### config.mk
export PLATFORM = sky130hd
export DESIGN_NAME = ptlp_div_cell
export DESIGN_NICKNAME = d
export VERILOG_FILES = /design/src/rtl/ptlp_pkg.sv /design/src/rtl/ptlp_div_cell.sv
export SDC_FILE = /design/constraint.sdc
export NUM_CORES = 1
export LEC_CHECK = 0
export BUFFER_PORTS_ARGS = -buffer_cell sky130_fd_sc_hd__buf_2
export CORE_ASPECT_RATIO = 0.5
export CORE_MARGIN = 4
export CORE_UTILIZATION = 30
export CTS_BUF_LIST = sky130_fd_sc_hd__clkbuf_4 sky130_fd_sc_hd__clkbuf_8 sky130_fd_sc_hd__clkbuf_16
export DETAILED_ROUTE_END_ITERATION = 10
export GPL_ROUTABILITY_DRIVEN = 0
export PLACE_DENSITY_LB_ADDON = 0.15
export SKIP_CTS_REPAIR_TIMING = 1
export SYNTH_ARGS = -nofsm -noshare
export SYNTH_HDL_FRONTEND = slang
export SYNTH_SLANG_ARGS = --single-unit
### constraint.sdc
create_clock -name clock -period 5.75 [get_ports clock]
set_input_delay 0.2875 -clock clock [delete_from_list [all_inputs] [get_ports clock]]
set_output_delay 0.2875 -clock clock [all_outputs]
set_load 0.05 [all_outputs]
### src/rtl/ptlp_pkg.sv
// shared constants for the point to line projection block
`timescale 1ns / 1ps
package ptlp_pkg;
   localparam int DEF_COORD_WIDTH = 32;
   localparam int DEF_FRAC_BITS   = 16;
   localparam int MIN_FRAC_BITS   = 8;
endpackage

### src/rtl/ptlp_div_cell.sv
// one restoring divider cell: one quotient bit per cell
`timescale 1ns / 1ps
module ptlp_div_cell import ptlp_pkg::*; #(
   parameter int DEN_W = 66,
   parameter int LO_W  = 32,
   parameter int Q_W   = 32,
   parameter int SB_W  = 1
) (
   input  logic             clock,
   input  logic             reset,
   input  logic             en,
   input  logic             up_valid,
   input  logic [DEN_W-1:0] up_rem,
   input  logic [DEN_W-1:0] up_den,
   input  logic [LO_W-1:0]  up_lo,
   input  logic [Q_W-1:0]   up_quo,
   input  logic [SB_W-1:0]  up_side,
   output logic             dn_valid,
   output logic [DEN_W-1:0] dn_rem,
   output logic [DEN_W-1:0] dn_den,
   output logic [LO_W-1:0]  dn_lo,
   output logic [Q_W-1:0]   dn_quo,
   output logic [SB_W-1:0]  dn_side
);
   logic             valid_ff;
   logic [DEN_W-1:0] rem_ff, rem_in, den_ff;
   logic [LO_W-1:0]  lo_ff;
   logic [Q_W-1:0]   quo_ff, quo_in;
   logic [SB_W-1:0]  side_ff;
   logic [DEN_W:0]   shifted, diff;
   logic             fits;

   always_comb begin
      shifted = {up_rem, up_lo[LO_W-1]};
      diff    = shifted - {1'b0, up_den};
      fits    = shifted >= {1'b0, up_den};
      rem_in  = fits ? diff[DEN_W-1:0] : shifted[DEN_W-1:0];
      quo_in  = {up_quo[Q_W-2:0], fits};
   end

   always_ff @(posedge clock) begin
      if (reset) begin
         valid_ff <= 1'b0;
      end else if (en) begin
         valid_ff <= up_valid;
      end
   end

   always_ff @(posedge clock) begin
      if (en) begin
         rem_ff  <= rem_in;
         den_ff  <= up_den;
         lo_ff   <= {up_lo[LO_W-2:0], 1'b0};
         quo_ff  <= quo_in;
         side_ff <= up_side;
      end
   end

   assign dn_valid = valid_ff;
   assign dn_rem   = rem_ff;
   assign dn_den   = den_ff;
   assign dn_lo    = lo_ff;
   assign dn_quo   = quo_ff;
   assign dn_side  = side_ff;
endmodule

# Yosys cells after proc, flatten, opt, wreduce, memory -nomap -nowiden
# Index checks and enable logic that the tools add are counted.
# W data, S select, Z words.
[word_totals]
regBits = 197
latch_bits = 0
ramBits = 0
mem_bits_ro = 0
inputBits = 201
output_inout_bits = 198
word_cells = 9
mem_count = 0
[op_classes]
add_sub_neg = 1
multipliers = 0
div = 0
n_lt_le_gt_ge = 1
eq_ne = 0
n_shift = 0
muxes = 1
bitwise = 0
reduce_logical = 0
[op_table]
columns = ["cell", "count"]
rows = [
  ["$ge A67 B66 Y1", 1],
  ["$mux W66", 1],
  ["$sub A66 B66 Y66", 1],
]

# Depth between registers and ports, before layout
# Gate-level depths: netlist of the first run.
[logic_depth]
ltp_word = 2
mapped_depth = 15
depth_no_buf = 13

# Worst setup path after synthesis of the first run
# No wires, ideal clock.
[synth_path]
path_type = "input port to flip-flop"
start = "input up_lo[31]"
end = "register rem_ff[56] (netlist: dn_rem[56]) (data pin)"
setup_time_ns = 0.169
arrival_time_ns = 3.084
t_required_ns = 5.581
setup_slack_ns = 2.497
stages = 13
path_buffers = 0
path_cell_list = "inv_1 > ha_1 > inv_1 > fa_1 > a21o_1 > a221o_1 > a211oi_2 > o211ai_1 > a21oi_2 > o221ai_1 > a21o_1 > mux2_2 > o31ai_1"
[synth_between]
elab_chain_cells = 2
word_cells_on_any_way = 3
cone_classes = "1 x add/sub; 1 x order compare; 1 x mux"
[synth_lines]
columns = ["item", "line", "source"]
rows = [
  ["from (decl)", "ptlp_div_cell.sv:15", "input logic [LO_W-1:0] up_lo,"],
  ["$sub A66 B66 Y66 or $ge A67 B66 Y1 (tied branches)", "ptlp_div_cell.sv:35, ptlp_div_cell.sv:36", ""],
  ["$mux W66 *", "ptlp_div_cell.sv:37", "rem_in = fits ? diff[DEN_W-1:0] : shifted[DEN_W-1:0];"],
  ["net rem_in[56]", "ptlp_div_cell.sv:26", "logic [DEN_W-1:0] rem_ff, rem_in, den_ff;"],
  ["to (signal assigned)", "ptlp_div_cell.sv:51", "rem_ff <= rem_in;"],
  ["to (decl)", "ptlp_div_cell.sv:26", ""],
]
# The timed path passes the listed nets; every way through them passes the cells marked *.
# A chain may end at the register's enable or synchronous reset.

# Final worst setup path of the first run
[layout_path]
start = "input up_den[6]"
end = "register rem_ff[1] (netlist: dn_rem[1]) (data pin)"
[layout_between]
elab_chain_cells = 2
[layout_lines]
columns = ["item", "line", "source"]
rows = [
  ["from (decl)", "ptlp_div_cell.sv:14", "input logic [DEN_W-1:0] up_den,"],
  ["$ge A67 B66 Y1", "ptlp_div_cell.sv:36", "fits = shifted >= {1'b0, up_den};"],
  ["$mux W66", "ptlp_div_cell.sv:37", ""],
  ["net rem_in[1]", "ptlp_div_cell.sv:26", ""],
]
# The timed path passes the listed nets, and every way through them passes these cells.

==> results of run 1 <==
## cell usage in the layout, fill, tap and decap left out, types with 4 or more instances in the layout
| cell | Yosys | routed |
|---|---|---|
| buf_2 | 2 | 395 |
| edfxtp_1 | 196 | 196 |
| nand2_1 | 133 | 133 |
| o21ai_0 | 106 | 106 |
| dlygate4sd3_1 | 0 | 96 |
| a21oi_1 | 85 | 85 |
| inv_1 | 82 | 82 |
| ha_1 | 66 | 66 |
| nor2_1 | 60 | 60 |
| xor2_1 | 29 | 29 |
| a21o_1 | 27 | 27 |
| xnor2_1 | 27 | 27 |
| nand4_1 | 22 | 22 |
| nand3_1 | 19 | 19 |
| clkbuf_16 | 0 | 17 |
| o21bai_1 | 16 | 16 |
| and3_1 | 11 | 11 |
| o31ai_1 | 12 | 11 |
| a31oi_1 | 10 | 10 |
| o21a_1 | 7 | 7 |
| nor4_1 | 6 | 6 |
| o211ai_1 | 6 | 6 |
| nor3_1 | 6 | 6 |
| inv_12 | 0 | 6 |
| nand2b_1 | 5 | 5 |
| nor2b_1 | 5 | 5 |
| clkinv_8 | 0 | 5 |
| buf_4 | 1 | 5 |
| a211oi_1 | 4 | 4 |
| a221oi_1 | 4 | 4 |
## per-layer routing
metal	global-route usage	share of wire	vias up
li1	-	-	4776
met1	0.216	0.43	4673
met2	0.298	0.50	271
met3	0.0369	0.048	38
met4	0.0408	0.014	2
met5	0	0.00033	-
## sequential cells by signal, summed over array words and instances (netlist names)
signal / count
dn_valid: 1
dn_rem: 66
dn_den: 66
dn_lo: 31
dn_side: 1
dn_quo: 32
## per-stage QoR
stage	std cells	power [uW]	area, sq um
6_report	2015	4620	15100
5_1_grt	2015	4850	15100
4_1_cts	1919	4620	14100
3_5_place_dp	1887	3270	13400
3_3_place_gp	1887	3260	13400
2_1_floorplan	1040	2860	11000
## worst max-delay path by stage
stage	endpoint	slack [ns]
2_1_floorplan	dn_rem[56]$_DFFE_PP_	2.50
3_3_place_gp	dn_rem[56]$_DFFE_PP_	1.46
3_5_place_dp	dn_rem[56]$_DFFE_PP_	1.44
4_1_cts	dn_rem[56]$_DFFE_PP_	1.91
5_1_grt	dn_rem[1]$_DFFE_PP_	1.18
6_report	dn_rem[1]$_DFFE_PP_	1.41
## where the power goes
part | switching (uW) | internal, uW | leakage, uW
Combinational | 1060 | 420 | 0.00433
Clock | 709 | 621 | 0.000314
Sequential | 36.0 | 1770 | 0.00192
Total | 1810 | 2810 | 0.00656
## Yosys cell counts, types with 10 or more instances
library cell	n
clkbuf_1	33
inv_1	82
o21bai_1	16
edfxtp_1	196
o21ai_0	106
nand3_1	19
nor2_1	60
ha_1	66
and3_1	11
a31oi_1	10
nand2_1	133
a21oi_1	85
xor2_1	29
nand4_1	22
o31ai_1	12
xnor2_1	27
a21o_1	27
## cells by family after synthesis
logic type / after synthesis
flops: 197
other cells: 1
fa+ha+maj: 67
buf+inv: 120
simple gates: 287
compound gates: 307
mux: 5
xor+xnor: 56
## cell type report
class	count	area (sq um)	area share
Multi-Input combinational cell	723	4600	0.305
Timing Repair Buffer	497	2990	0.198
Clock buffer	17	425	0.0282
Tap cell	484	606	0.0402
Sequential cell	197	5910	0.392
Clock inverter	15	230	0.0153
Inverter	82	308	0.0204
==> impl_results.md, run 1 <==
- Yosys reg bits: 197
- CTS root buf: clkbuf_16
- Slew Limit Fails: 0
- Worst Hold Class: input pin to flip-flop
- PwrDens: 307 nW/um^2
- Hold Crit Start: up_den[43]
- Share of cells above drive strength 1: 0.294
- Clk slew on worst S/H paths: 0.08 ns
- Core area: 36000 sq um
- Synth warn: 0
- Max rail drop VDD: 0.188 mV
- CTS max path bufs: 2
- Die Y: 143 um
- Post-synth EDFFs: 196
- Top_reg_cell synth: edfxtp_1
- Slowest-stage cell, CP: buf_4
- Drt pass-1 iters: 6
- Simple-Gate Fraction of Synth Area: 0.120
- Fin util: 0.419
- Layout area overhead: 37.4%
- Mapped Cells: 1040
- CP Class: input pin to flip-flop
- Adder-Cell Fraction of Synth Area: 0.0772
- Tmin final: 4.34 ns
- Arrival @ worst endpoint: 4.55 ns
- Final-report hold violation count: 0
- Number of cells on the worst hold path: 1
- Post-Route WL: 35900 um
- Via/cell ratio: 4.84
- Final worst-path cycle share: 0.755
- Slew headroom: 0.143
- Crit-path max cell delay: 0.66 ns
- Worst R2R Path Depth: 2
- DR DRC count: 0
- Largest family of logic cells by synthesized area: compound AO/OA/AOI/OAI gates
- Crit. Startpoint: up_den[6]
- Distinct cells, synth: 67
- FILL cells: 3580
- P_leak: 0.00656 uW
- Worst path cell trace: dlygate4sd3_1 > buf_2 > inv_1 > ha_1 > a21oi_1 > o21ai_0 > a31oi_1 > o311ai_1 > buf_4 > a22oi_1 > o211ai_1 > o31ai_4 > buf_4 > mux2_1
- Mux cell area share after synthesis: 0.00491
- Min Hold Slack: 0.0163 ns
- Worst Setup Slack, final: 1.41 ns
- Skew final: 0 ns
- Yosys top cell area share: 0.537
- CP Buf/Inv Count: 5
- Status: finished, final reports clean
- CTS Buf Count: 17
- DRT iter0 DRCs: 634
- Hold EP: dn_den[43]$_DFFE_PP_
- Nets@finish: 1786
- Vias in the first global route: 9316
- Cell Rows: 49
- Worst-Skew Late Latency: 0.46 ns
- Total global-route track usage: 0.170
- Worst setup SP type: input pin
- Post-synthesis sequential area ratio: 0.539
- Io pins: 399
- Largest cells by area after synthesis: edfxtp_1, ha_1, o21ai_0
- Syn nets: 1308
- RSZ-0062 raised after global routing: no
- Max-cap violations: 0
- Crit path top cell by count: buf_4
- Sum of negative setup slack: 0 ns
- # diodes: 0
- Post-synth ARST share: 0
- Total number of vias: 9760
- Initial antenna violation count: 3
- CP delay by family, top: compound AO/OA/AOI/OAI gates
- Post-DP HPWL: 27900 um
- Antenna-violating nets left: 0
- Worst r2r dst: dn_valid$_SDFFE_PP0P_
- Cell count along the critical path: 14
- Fmax: 230 MHz
- Chip Width: 278 um
- Synthesized area: 11000 sq um
- Worst r2r src: dn_valid$_SDFFE_PP0P_
- CP required: 5.96 ns
- Depth of the CTS H-tree: 4
- Gr ovfl total: 0
- CTS tree: built
- Routed length per instance: 17.8 um
- Critical path peak fanout: 93
- R2R Setup Slk: 5.16 ns
- Largest net degree at the start of global routing: 120
- First-pass GRT wire length: 52800 um
- Final Setup Violations: 0
- CP Capture Type: flip-flop
- Die area: 39800 sq um
- CTS sink count: 197
- Worst slew pin tran: 1.25 ns
- IO Port Bufs: 396
- Initial Util: 0.305
- Compound-Gate Fraction of Synth Area: 0.171
- Synth area leader: edfxtp_1
- Fraction of synthesized cell area in xor and xnor cells: 0.0447
- Setup WS pre-CTS: 1.44 ns
- Mean Syn Cell Area: 10.5 sq um
No activity file was read; power rests on OpenSTA's default activity.
==> inputs of run 2 (changes only) <==
==> constraint.sdc (replaced) <==
create_clock -name clock -period 3.8 [get_ports clock]
set_input_delay 0.19 -clock clock [delete_from_list [all_inputs] [get_ports clock]]
set_output_delay 0.19 -clock clock [all_outputs]
set_load 0.05 [all_outputs]
==> impl_results.md, run 2 (synthesis results as in run 1) <==
- Post-DP HPWL: 28500 um
- CTS sink count: 197
- Post-Route WL: 36600 um
- Worst setup SP type: input pin
- CTS max path bufs: 2
- CTS tree: built
- Cell Area, Placed: 13700 sq um
- Status: finished, final reports clean
- Critical path peak fanout: 35
- Tmin final: 3.60 ns
- Die Y: 143 um
- First-pass GRT wire length: 52700 um
- Commonest non-fill, non-tap cells in the layout: buf_2, edfxtp_1, nand2_1
- Gr ovfl total: 0
- CP Class: input pin to flip-flop
- Final-report hold violation count: 0
- Cell Rows: 49
- Depth of the CTS H-tree: 4
- Skew final: 0 ns
- Vias in the first global route: 9038
- Total number of vias: 9800
- Die area: 39800 sq um
- Max-cap violations: 0
- Worst Hold Class: input pin to flip-flop
- Total global-route track usage: 0.170
- Drt pass-1 iters: 5
- Fmax: 278 MHz
- Sum of negative setup slack: 0 ns
- Arrival @ worst endpoint: 3.86 ns
- Chip Width: 278 um
- Worst path cell trace: dlygate4sd3_1 > buf_2 > inv_1 > ha_1 > and2_4 > nand3_2 > or4_1 > or4b_4 > o21ai_4 > a21o_1 > o31ai_4 > buf_12 > o21ai_0
- Layout area overhead: 42.5%
- Antenna-violating nets left: 0
- Nets@finish: 1844
- Non-Filler Instances: 2074
- Worst slew pin tran: 0.859 ns
- Core area: 36000 sq um
- Slowest-stage cell, CP: or4_1
- Final Setup Violations: 0
- Io pins: 399
- DRT iter0 DRCs: 648
- CTS root buf: clkbuf_16
- Final instance area: 15600 sq um
- CP delay by family, top: simple AND/OR/NAND/NOR gates
- Slew headroom: 0.427
- Crit-path max cell delay: 0.65 ns
- Share of cells above drive strength 1: 0.298
- Slew Limit Fails: 0
- Worst r2r src: dn_valid$_SDFFE_PP0P_
- Initial antenna violation count: 5
- Crit. Startpoint: up_den[37]
- Final worst-path cycle share: 0.948
- CTS Buf Count: 17
- Clk slew on worst S/H paths: 0.09 ns
- Max rail drop VDD: 0.309 mV
- Placed cell count: 1910
- DR DRC count: 0
- RSZ-0062 raised after global routing: no
- Routed length per instance: 17.7 um
- Hold Crit Start: up_rem[24]
- Most common cell after layout, fill and taps aside: buf_2
- CP Buf/Inv Count: 4
- Largest net degree at the start of global routing: 100
- CP Capture Type: flip-flop
- Initial Util: 0.305
- PwrDens: 450 nW/um^2
- P_leak: 0.00683 uW
- IO Port Bufs: 396
- Via/cell ratio: 4.73
- CP required: 4.05 ns
- Worst-Skew Late Latency: 0.45 ns
## run 2: tightest hold or removal path: cells and delay by family
family	cells	cell delay, ns
AND/OR/NAND/NOR	1	0.04
AO/OA/AOI/OAI	1	0.06
buffers and inverters	1	0.09
## run 2: report_power, final
group	internal [uW]	total, uW	switching [uW]
logic	697	2330	1630
clock network	929	1960	1030
registers	2680	2730	56.7
## run 2: metal layers
metal | up-vias | share of wire | global-route usage
li1 | 4895 | - | -
met1 | 4679 | 0.45 | 0.223
met2 | 193 | 0.50 | 0.296
met3 | 29 | 0.037 | 0.0306
met4 | 4 | 0.011 | 0.0378
met5 | - | 0.00066 | 0
## run 2: path summary, 6_finish.rpt
| check | endpoint | slack, ns | cells past startpoint |
|---|---|---|---|
| min reg2reg | dn_valid$_SDFFE_PP0P_ | 1.04 | 3 |
| min | dn_rem[25]$_DFFE_PP_ | 0.03 | 3 |
| max reg2reg | dn_valid$_SDFFE_PP0P_ | 2.66 | 3 |
| max | dn_rem[41]$_DFFE_PP_ | 0.20 | 13 |
## run 2: area by class of cell
cell class / count / area (sq um)
fillers: 3520 / 20400
flip-flops and latches: 197 / 5910
multi-input cells: 723 / 4600
repair buffers: 555 / 3550
well taps: 484 / 606
clock buffers: 17 / 425
inverters: 82 / 308
clock inverters: 15 / 221
diodes: 1 / 2.50
## run 2: through the flow
| step | utilization | power, uW | setup slack (ns) | hold WS, ns |
|---|---|---|---|---|
| after floorplan | - | 4330 | 0.644 | 0.262 |
| after global placement | 0.379 | 4990 | 0.218 | 0.349 |
| after detailed placement | 0.379 | 5010 | 0.171 | 0.352 |
| after CTS | 0.397 | 7000 | 0.644 | -0.153 |
| after global routing | 0.434 | 7360 | 0.0131 | 0.0145 |
| final | 0.434 | 7020 | 0.197 | 0.0251 |
