==> src/rtl/ptlp_pkg.sv <==
// shared constants for the point to line projection block
`timescale 1ns / 1ps
package ptlp_pkg;
   localparam int DEF_COORD_WIDTH = 32;
   localparam int DEF_FRAC_BITS   = 16;
   localparam int MIN_FRAC_BITS   = 8;
endpackage

==> src/rtl/ptlp_sqrt_cell.sv <==
// one square root cell: one root bit per cell from two radicand bits
`timescale 1ns / 1ps
module ptlp_sqrt_cell import ptlp_pkg::*; #(
   parameter int ROOT_W = 32,
   parameter int SB_W   = 1
) (
   input  logic                clock,
   input  logic                reset,
   input  logic                en,
   input  logic                up_valid,
   input  logic [ROOT_W+1:0]   up_rem,
   input  logic [ROOT_W-1:0]   up_root,
   input  logic [2*ROOT_W-1:0] up_rad,
   input  logic [SB_W-1:0]     up_side,
   output logic                dn_valid,
   output logic [ROOT_W+1:0]   dn_rem,
   output logic [ROOT_W-1:0]   dn_root,
   output logic [2*ROOT_W-1:0] dn_rad,
   output logic [SB_W-1:0]     dn_side
);
   localparam int XW = 2 * ROOT_W;
   logic                valid_ff;
   logic [ROOT_W+1:0]   rem_ff, rem_in;
   logic [ROOT_W-1:0]   root_ff, root_in;
   logic [XW-1:0]       rad_ff;
   logic [SB_W-1:0]     side_ff;
   logic [ROOT_W+3:0]   shifted, trial, diff;
   logic                fits;

   always_comb begin
      shifted = {up_rem, up_rad[XW-1:XW-2]};
      trial   = {2'b00, up_root, 2'b01};
      diff    = shifted - trial;
      fits    = shifted >= trial;
      rem_in  = fits ? diff[ROOT_W+1:0] : shifted[ROOT_W+1:0];
      root_in = {up_root[ROOT_W-2:0], fits};
   end

   always_ff @(posedge clock) begin
      if (reset) begin
         valid_ff <= 1'b0;
      end else if (en) begin
         valid_ff <= up_valid;
      end
   end

   always_ff @(posedge clock) begin
      if (en) begin
         rem_ff  <= rem_in;
         root_ff <= root_in;
         rad_ff  <= {up_rad[XW-3:0], 2'b00};
         side_ff <= up_side;
      end
   end

   assign dn_valid = valid_ff;
   assign dn_rem   = rem_ff;
   assign dn_root  = root_ff;
   assign dn_rad   = rad_ff;
   assign dn_side  = side_ff;
endmodule

==> config.mk <==
export PLATFORM = sky130hd
export DESIGN_NAME = ptlp_sqrt_cell
export DESIGN_NICKNAME = d
export VERILOG_FILES = /design/src/rtl/ptlp_pkg.sv /design/src/rtl/ptlp_sqrt_cell.sv
export SDC_FILE = /design/constraint.sdc
export NUM_CORES = 1
export LEC_CHECK = 0
export BUFFER_PORTS_ARGS = -buffer_cell sky130_fd_sc_hd__buf_2
export CELL_PAD_IN_SITES_DETAIL_PLACEMENT = 1
export CELL_PAD_IN_SITES_GLOBAL_PLACEMENT = 1
export CORE_AREA = 2 2 92 183
export CTS_BUF_LIST = sky130_fd_sc_hd__clkbuf_16
export CTS_CLUSTER_DIAMETER = 80
export CTS_CLUSTER_SIZE = 30
export DETAILED_ROUTE_END_ITERATION = 7
export DIE_AREA = 0 0 94 185
export GPL_TIMING_DRIVEN = 0
export HOLD_SLACK_MARGIN = 0.03
export PLACE_DENSITY = 0.84
export SYNTH_ARGS = -nofsm -noshare
export SYNTH_HDL_FRONTEND = slang
export SYNTH_SLANG_ARGS = --single-unit
==> constraint.sdc <==
create_clock -name clock -period 5.89 [get_ports clock]
set_clock_uncertainty 0.15 [all_clocks]
set_input_delay 1.178 -clock clock [delete_from_list [all_inputs] [get_ports clock]]
set_output_delay 1.178 -clock clock [all_outputs]
set_load 0.01 [all_outputs]
Yosys cells after proc, flatten, opt, wreduce, memory -nomap -nowiden
Cells that the tools add are included.

cells by class
  $add $sub $neg = 1
  $lt $le $gt $ge = 1
  mux-type cells = 1

operators by type and width
  cell              count
  $ge A36 B34 Y1    1
  $mux W34          1
  $sub A34 B34 Y34  1

word-level totals
  register bits = 130
  input port bits = 135
  output and inout port bits = 132
  word-level logic and storage cells = 8

Longest topological paths before layout
Gate-level depths: netlist of the first run.

  depth after elaboration = 2
  mapped depth = 13
  depth with buffers taken out = 10

Least setup slack after synthesis of the first run
OpenSTA, ideal clock, no wires.

  path kind = input-to-reg
  from = in up_root[27]
  to = reg rem_ff[3] (netlist: dn_rem[3]) (data pin)
  setup time = 262 ps
  arrival = 3282 ps
  data required time = 5478 ps
  path slack = 2196 ps
  stages on the path = 10
  cells stage by stage = inv_1 > ha_1 > a21o_1 > a21o_1 > a21o_1 > a311o_1 > a211oi_1 > o21a_1 > buf_4 > mux2_1

between the ends
  longest elaborated chain between the ends = 2

ends and longest elaborated chain
  element               RTL line              source
  start, declared       ptlp_sqrt_cell.sv:12  input logic [ROOT_W-1:0] up_root,
  $ge A36 B34 Y1        ptlp_sqrt_cell.sv:34  fits = shifted >= trial;
  $mux W34              ptlp_sqrt_cell.sv:35  rem_in = fits ? diff[ROOT_W+1:0] : shifted[ROOT_W+1:0];
  via rem_in[3]         ptlp_sqrt_cell.sv:23  logic [ROOT_W+1:0] rem_ff, rem_in;
  end signal, assigned  ptlp_sqrt_cell.sv:49  rem_ff <= rem_in;
  end, declared         ptlp_sqrt_cell.sv:23

The timed path passes the listed nets, and every way through them passes these cells.
A chain may end at the register's enable or synchronous reset.

Worst setup path in the final report of the first run
  from = in up_root[7]
  to = reg rem_ff[16] (netlist: dn_rem[16]) (data pin)

between the ends
  longest elaborated chain between the ends = 2
  elaborated cells on any way between the ends = 3

ends and longest elaborated chain
  element                                                    RTL line
  $sub A34 B34 Y34 / $ge A36 B34 Y1 (equally long branches)  ptlp_sqrt_cell.sv:33, ptlp_sqrt_cell.sv:34
  $mux W34 *                                                 ptlp_sqrt_cell.sv:35
  via rem_in[16]                                             ptlp_sqrt_cell.sv:23

The timed path passes the listed nets; every way through them passes the cells marked *.

==> summary.md, run 1 <==
| Metric | Value |
|---|---|
| Ys async rst share | 0% |
| Max-Cap Viols | 0 |
| Data arrival time of the critical path | 3.96 ns |
| Post-Route WL | 17.8 mm |
| Crit Path Max Fanout | 10 |
| Critical path type | input pin to flip-flop |
| I/O pins | ~270 |
| TritonRoute pass-1 iters | 4 |
| Initial antenna violation count | 3 |
| P&R area growth vs syn | 34.0% |
| Final hold slack | between 0.3 and 0.4 ns |
| Initial DRC count | 128 |
| Syn avg cell area | between 10 and 15 um^2 |
| Via count of the first global-routing pass | roughly 5300 |
| Share of layout cells above drive strength 1 | a little under 40% |
| Vias | around 5000 |
| # port buffers | 264 |
| Total core area | ~16000 um^2 |
| Syn Inst Count | 498 |
| TritonCTS clock tree | yes |
| Hold-fix buffers at CTS | 0 |
| Primary FF master, synth | edfxtp_1 |
| Final hold violations | 0 |
| Largest net degree at the start of global routing | 84 |
| Cell Chain, Critical Path | buf_2 > inv_1 > ha_1 > a21o_1 > o41ai_1 > o211ai_1 > a211oi_1 > o21a_1 > clkbuf_1 > o21ai_1 |
| Post-synth EDFFs | ~130 |
| Critical Path Start Type | input pin |
| Clk pin slew, worst setup/hold paths | 0.06 ns |
| Clock latency at the later pin of the worst-skew pair | 0.41 ns |
| PwrDens | approximately 310 nW/um^2 |
| Worst-Margin Slew | approximately 0.56 ns |
| Pins Over Slew Limit | 0 |
| Post-Syn Area | 6280 um^2 |
| Fmax | 0.252 GHz |
| Worst r2r path cells | 2 |
| Site Rows | 66 |
| Final setup violation count | 0 |
| Chip height | approximately 190 um |
| PostCTS Resize Cnt | 0 |
| End point of the critical path | dn_rem[16]$_DFFE_PP_ |
| CTS H-tree lvls | 4 |
| Netlist cell types | between 50 and 60 |
| Ys Warns | 0 |
| First-pass GRT wire length | roughly 27 mm |
| Peak supply drop | about 0.21 mV |
| DRC | 0 |
| FILL cells | 1814 |
| Final Wtd Congestion | about 0.86 |
| Clock sink count | 130 |
| WL/cell | 17.9 um |
| Highest cell delay on the worst timing path | between 0.4 and 0.5 ns |
| Slew headroom | 62.9% |
| R2r endpoint | dn_valid$_SDFFE_PP0P_ |
| Worst EP required | roughly 6 ns |
| Worst R2R Start | dn_valid$_SDFFE_PP0P_ |
| Outcome | complete, no violations |
| Total gr overflow | 0 |
| Starting density of the core | 39.0% |
| Fin crit share | 67.5% |
| Nets | 952 |
| Num CTS Buffers | 17 |
| Min-delay worst type | flip-flop to flip-flop |
| Setup TNS | 0 ns |
| R2R setup slack | 5.16 ns |
| # Post-CTS Setup Buffers | 0 |
| Sequential fraction of the synthesis area | 62.0% |
| Clock buffer depth | 2 |
| Worst setup EP type | flip-flop |
| GR Util All Layers | between 20% and 30% |
| CP startpoint | up_root[7] |
| RSZ-0062 raised after global routing | false |
| Die X-Extent | roughly 94 um |
| Die area | between 15000 and 20000 um^2 |
| LEAKAGE | roughly 3.8 nW |
| Root buffer cell | clkbuf_16 |
| Final min period | 3.97 ns |
| Hpwl dp | about 14 mm |
| Post-DRT Antenna Nets | 0 |
| Post-synthesis register bit count | between 100 and 150 |
| Via-to-Cell Ratio | 5.04 |
| CP max-delay cell | clkbuf_1 |
where the power goes:
part	internal, W	switching [W]	total (W)
clock	0.000566	0.000382	0.000948
combinational	0.000206	0.000286	0.000493
sequential	0.00113	0.0000240	0.00116
total	0.00190	0.000692	0.00260
worst min path at each step:
stage                                startpoint                     to  cells after the start  slack (ns)
after floorplan           dn_valid$_SDFFE_PP0P_  dn_valid$_SDFFE_PP0P_                      2        0.38
after global placement    dn_valid$_SDFFE_PP0P_  dn_valid$_SDFFE_PP0P_                      2        0.32
after detailed placement  dn_valid$_SDFFE_PP0P_  dn_valid$_SDFFE_PP0P_                      2        0.34
after CTS                 dn_valid$_SDFFE_PP0P_  dn_valid$_SDFFE_PP0P_                      2        0.36
after global routing      dn_valid$_SDFFE_PP0P_  dn_valid$_SDFFE_PP0P_                      2        0.41
final                     dn_valid$_SDFFE_PP0P_  dn_valid$_SDFFE_PP0P_                      2        0.35
per-stage QoR:
step / area, um^2 / std cells / total power [W] / worst slack, ns / utilization [%]
CTS: 8420 / 997 / 0.00263 / 1.84 / 52.3
detailed placement: 7900 / 968 / 0.00167 / 1.40 / 49.0
global placement: 7860 / 967 / 0.00165 / 1.45 / 48.8
finish: 8420 / 998 / 0.00260 / 1.92 / 52.3
floorplan: 6290 / 499 / 0.00144 / 2.20 / -
global route: 8420 / 998 / 0.00271 / 1.63 / 52.3
layer usage:
layer  global-route usage [%]  vias up  routed length (um)
met5                        0        -                  22
met4                     7.01        4                 251
met3                     7.00       19                1580
met2                     38.5      234                9460
met1                     21.1     2362                6530
li1                         -     2410                   -
sequential cells by signal, summed over array words and instances, names as in the netlist:
signal and flops:
dn_root 32, dn_rad 62, dn_rem 34, dn_valid 1, dn_side 1
cells in the mapped netlist, types with 7 or more instances:
cell type	number	area, um^2
nor3_1	8	40.0
a21oi_1	26	130
xnor2_1	12	105
nor2_1	15	56.3
and3_1	9	56.3
nand2_1	48	180
inv_1	41	154
a21o_1	21	158
o21ai_0	12	60.1
xor2_1	16	140
nand4_1	7	43.8
ha_1	34	425
edfxtp_1	129	3870
o21ai_1	31	155
critical path: cells and delay by family:
kind / cells / cell delay, ns
AOI/OAI and AO/OA: 6 / 1.80
adders and majority gates: 1 / 0.37
buffers and inverters: 3 / 0.61
placed cells by master (no fill, tap or decap), types with 8 or more instances in the layout:
master / count
buf_2: 269
edfxtp_1: 129
nand2_1: 48
inv_1: 42
ha_1: 34
o21ai_1: 31
a21oi_1: 26
a21o_1: 21
clkbuf_16: 17
xor2_1: 16
nor2_1: 15
o21ai_0: 12
xnor2_1: 12
and3_1: 9
nor3_1: 8
final cells by class:
cell class	instances	area [um^2]	share of cell area [%]
diodes	1	2.50	0.0297
plain buffers	14	71.3	0.847
clock buffers	17	425	5.05
clock inverters	12	96.3	1.14
inverters	42	158	1.87
multi-input cells	313	2160	25.7
flip-flops and latches	130	3890	46.2
well taps	204	255	3.03
repair buffers	265	1360	16.1
kinds of logic after synthesis:
group	share of synthesized area (%)
fa+ha+maj	6.77
buf+inv	3.64
simple gates	8.74
compound gates	13.7
xor+xnor	3.90
mux	1.17
other cells	0.0597
flops	62.0
(Power assumes the default switching activity.)
==> run 2, diff against run 1 <==
- CORE_AREA: 2 2 92 183 -> 2 2 101 201
- DIE_AREA: 0 0 94 185 -> 0 0 103 203
- PLACE_DENSITY: 0.84 -> 0.74
- clock period: 5.89 -> 3.25 ns (I/O delays scaled with it)
==> run 2 against run 1 <==
Critical path depth unchanged. Setup slack got worse by 1.8 ns. Sequential power increased by 80%. Register-to-register slack got worse by 2.6 ns.
==> summary.md, run 2 (same netlist as run 1, synthesis figures left out) <==
| Metric | Value |
|---|---|
| GR Util All Layers | 17.9% (-2.8 points) |
| Pre-CTS WS | -0.928 ns (-2.32 ns) |
| Nets | 956 (+0.42%) |
| Total gr overflow | 0 (unchanged) |
| Share of layout cells above drive strength 1 | 40.9% (+2.0 points) |
| Fin worst setup slack | 0.129 ns (-1.79 ns) |
| Pins Over Slew Limit | 0 (unchanged) |
| Hold-fix buffers at CTS | 0 (unchanged) |
| Max reg flops | 62 (unchanged) |
| Placed cell count | 1023 (+5.7%) |
| Final Wtd Congestion | 0.817 (-4.8%) |
| Critical path type | input pin to flip-flop |
| Clk pin slew, worst setup/hold paths | 0.06 ns (about the same) |
| Root buffer cell | clkbuf_16 |
| Final min period | ~3.1 ns |
| Outcome | complete, no violations |
| Largest net degree at the start of global routing | 98 (+17%) |
| Num CTS Buffers | 17 (unchanged) |
| Hpwl dp | 14.7 mm (+4.9%) |
| Multi-input logic area | 2200 um^2 (+1.6%) |
| Site Rows | 72 (+9.1%) |
| Worst Hold Depth | 2 (unchanged) |
| Critical Path Start Type | input pin |
| Via count of the first global-routing pass | 5397 (+1.8%) |
| FILL cells | 2223 (+23%) |
| Commonest non-fill, non-tap cells in the layout | buf_2, edfxtp_1, nand2_1, inv_1, ha_1 |
| Worst-Margin Slew | 0.554 ns (-0.00184 ns) |
| Worst setup EP type | flip-flop |
| Chip height | 203 um (+9.7%) |
| Clock buffer depth | 2 (unchanged) |
| Non-Filler Instances | 1058 (+6.0%) |
| Initial antenna violation count | 0 (-3) |
| Fin crit share | a little over nine tenths |
| PwrDens | 564 nW/um^2 (+83%) |
| Post-Route WL | 18.8 mm (+5.4%) |
| Slew headroom | 63.0% (+0.12 points) |
| Peak supply drop | 0.297 mV (+44%) |
| Vias | 5081 (+1.0%) |
| DRC | 0 (unchanged) |
| Total core area | 19300 um^2 (+20%) |
| Leading cell type in the layout, fill and taps excluded | buf_2 |
| CTS H-tree lvls | 4 (unchanged) |
| Clock latency at the later pin of the worst-skew pair | 0.42 ns (about the same) |
| Die area | 20900 um^2 (+20%) |
| ANT cells | 0 (-1) |
| First-pass GRT wire length | 27.8 mm (+2.4%) |
| WL/cell | 17.8 um (-0.58%) |
| Via-to-Cell Ratio | 4.80 (-4.7%) |
| LEAKAGE | 3.88 nW (+1.7%) |
| Data arrival time of the critical path | 3.15 ns (-0.81 ns) |
| # port buffers | 264 (unchanged) |
| TritonCTS clock tree | yes |
| Min-delay worst type | input pin to flip-flop |
| Final setup violation count | 0 (unchanged) |
| Worst EP required | 3.28 ns (-2.59 ns) |
| Die X-Extent | 103 um (+9.6%) |
| FF+latch area | 3890 um^2 (unchanged) |
| Final hold violations | 0 (unchanged) |
| TritonRoute pass-1 iters | 4 (unchanged) |
| Initial DRC count | 181 (+41%) |
| P&R area growth vs syn | 37.0% |
| Crit Path Max Fanout | 6 (-4) |
| Clock sink count | 130 (unchanged) |
| I/O pins | 267 (unchanged) |
| Worst r2r path cells | 2 (unchanged) |
| Setup TNS | 0 ns (unchanged) |
| Fmax | approximately 0.32 GHz |
| Max-Cap Viols | 0 (unchanged) |
| Starting density of the core | 32.6% (-6.4 points) |
| Post-DRT Antenna Nets | 0 (unchanged) |
==> run 2: cell types whose count changed in the layout (fill, tap and decap cells not counted), moves of 2 or more <==
cell      change
buf_4         +5
clkbuf_1      -3
clkbuf_2      +2
o41ai_2       +2
o41ai_1       -2
==> run 2: final timing paths <==
check | startpoint | to | slack [ns]
worst min register to register | dn_valid$_SDFFE_PP0P_ | dn_valid$_SDFFE_PP0P_ | 0.35
worst max-delay path | up_rem[3] | dn_rem[26]$_DFFE_PP_ | 0.13
worst min-delay path | reset | dn_valid$_SDFFE_PP0P_ | 0.23
worst max register to register | dn_valid$_SDFFE_PP0P_ | dn_valid$_SDFFE_PP0P_ | 2.52
==> run 2: timing repair <==
action | in CTS | in global routing
setup endpoints to repair | 33 | 9
gates resized for setup | 8 | 4
pin swaps | 2 | 4
buffers inserted | 1 | 4
==> run 2: power breakdown <==
group	switching (W)	internal, W	leakage, nW
registers	0.0000405	0.00205	1.27
logic	0.000533	0.000386	2.33
clock network	0.000724	0.00112	0.274
==> run 2: layout make-up <==
cell class	count	share of cell area, %
clock inverters	14	1.63
plain buffers	13	0.886
inverters	42	1.83
clock buffers	17	4.94
repair buffers	270	16.2
well taps	259	3.76
flip-flops and latches	130	45.2
multi-input cells	313	25.5
==> run 2: worst max-delay path, cell delays in order <==
cell      delay [ns]
buf_2           0.11
ha_1            0.38
a21o_1          0.25
or3_1           0.31
o21a_2          0.25
a311oi_4        0.26
o21ai_2         0.17
a311oi_4        0.36
mux2i_1         0.18
a31o_1          0.23
==> run 2: metal layers <==
metal | up-vias | wire [um] | GRT usage (%)
li1 | 2424 | - | -
met1 | 2413 | 6280 | 16.3
met2 | 206 | 10800 | 35.1
met3 | 38 | 1120 | 3.96
met4 | 0 | 583 | 8.93
met5 | - | 0 | 0
==> run 2: through the flow <==
stage	power [W]	utilization (%)	hold slack (ns)	area, um^2
after floorplan	0.00262	-	0.378	6290
after global placement	0.00301	41.1	0.318	7930
after detailed placement	0.00303	41.3	0.342	7970
after CTS	0.00491	44.4	0.204	8570
after global routing	0.00507	44.7	0.217	8610
final	0.00485	44.7	0.227	8610
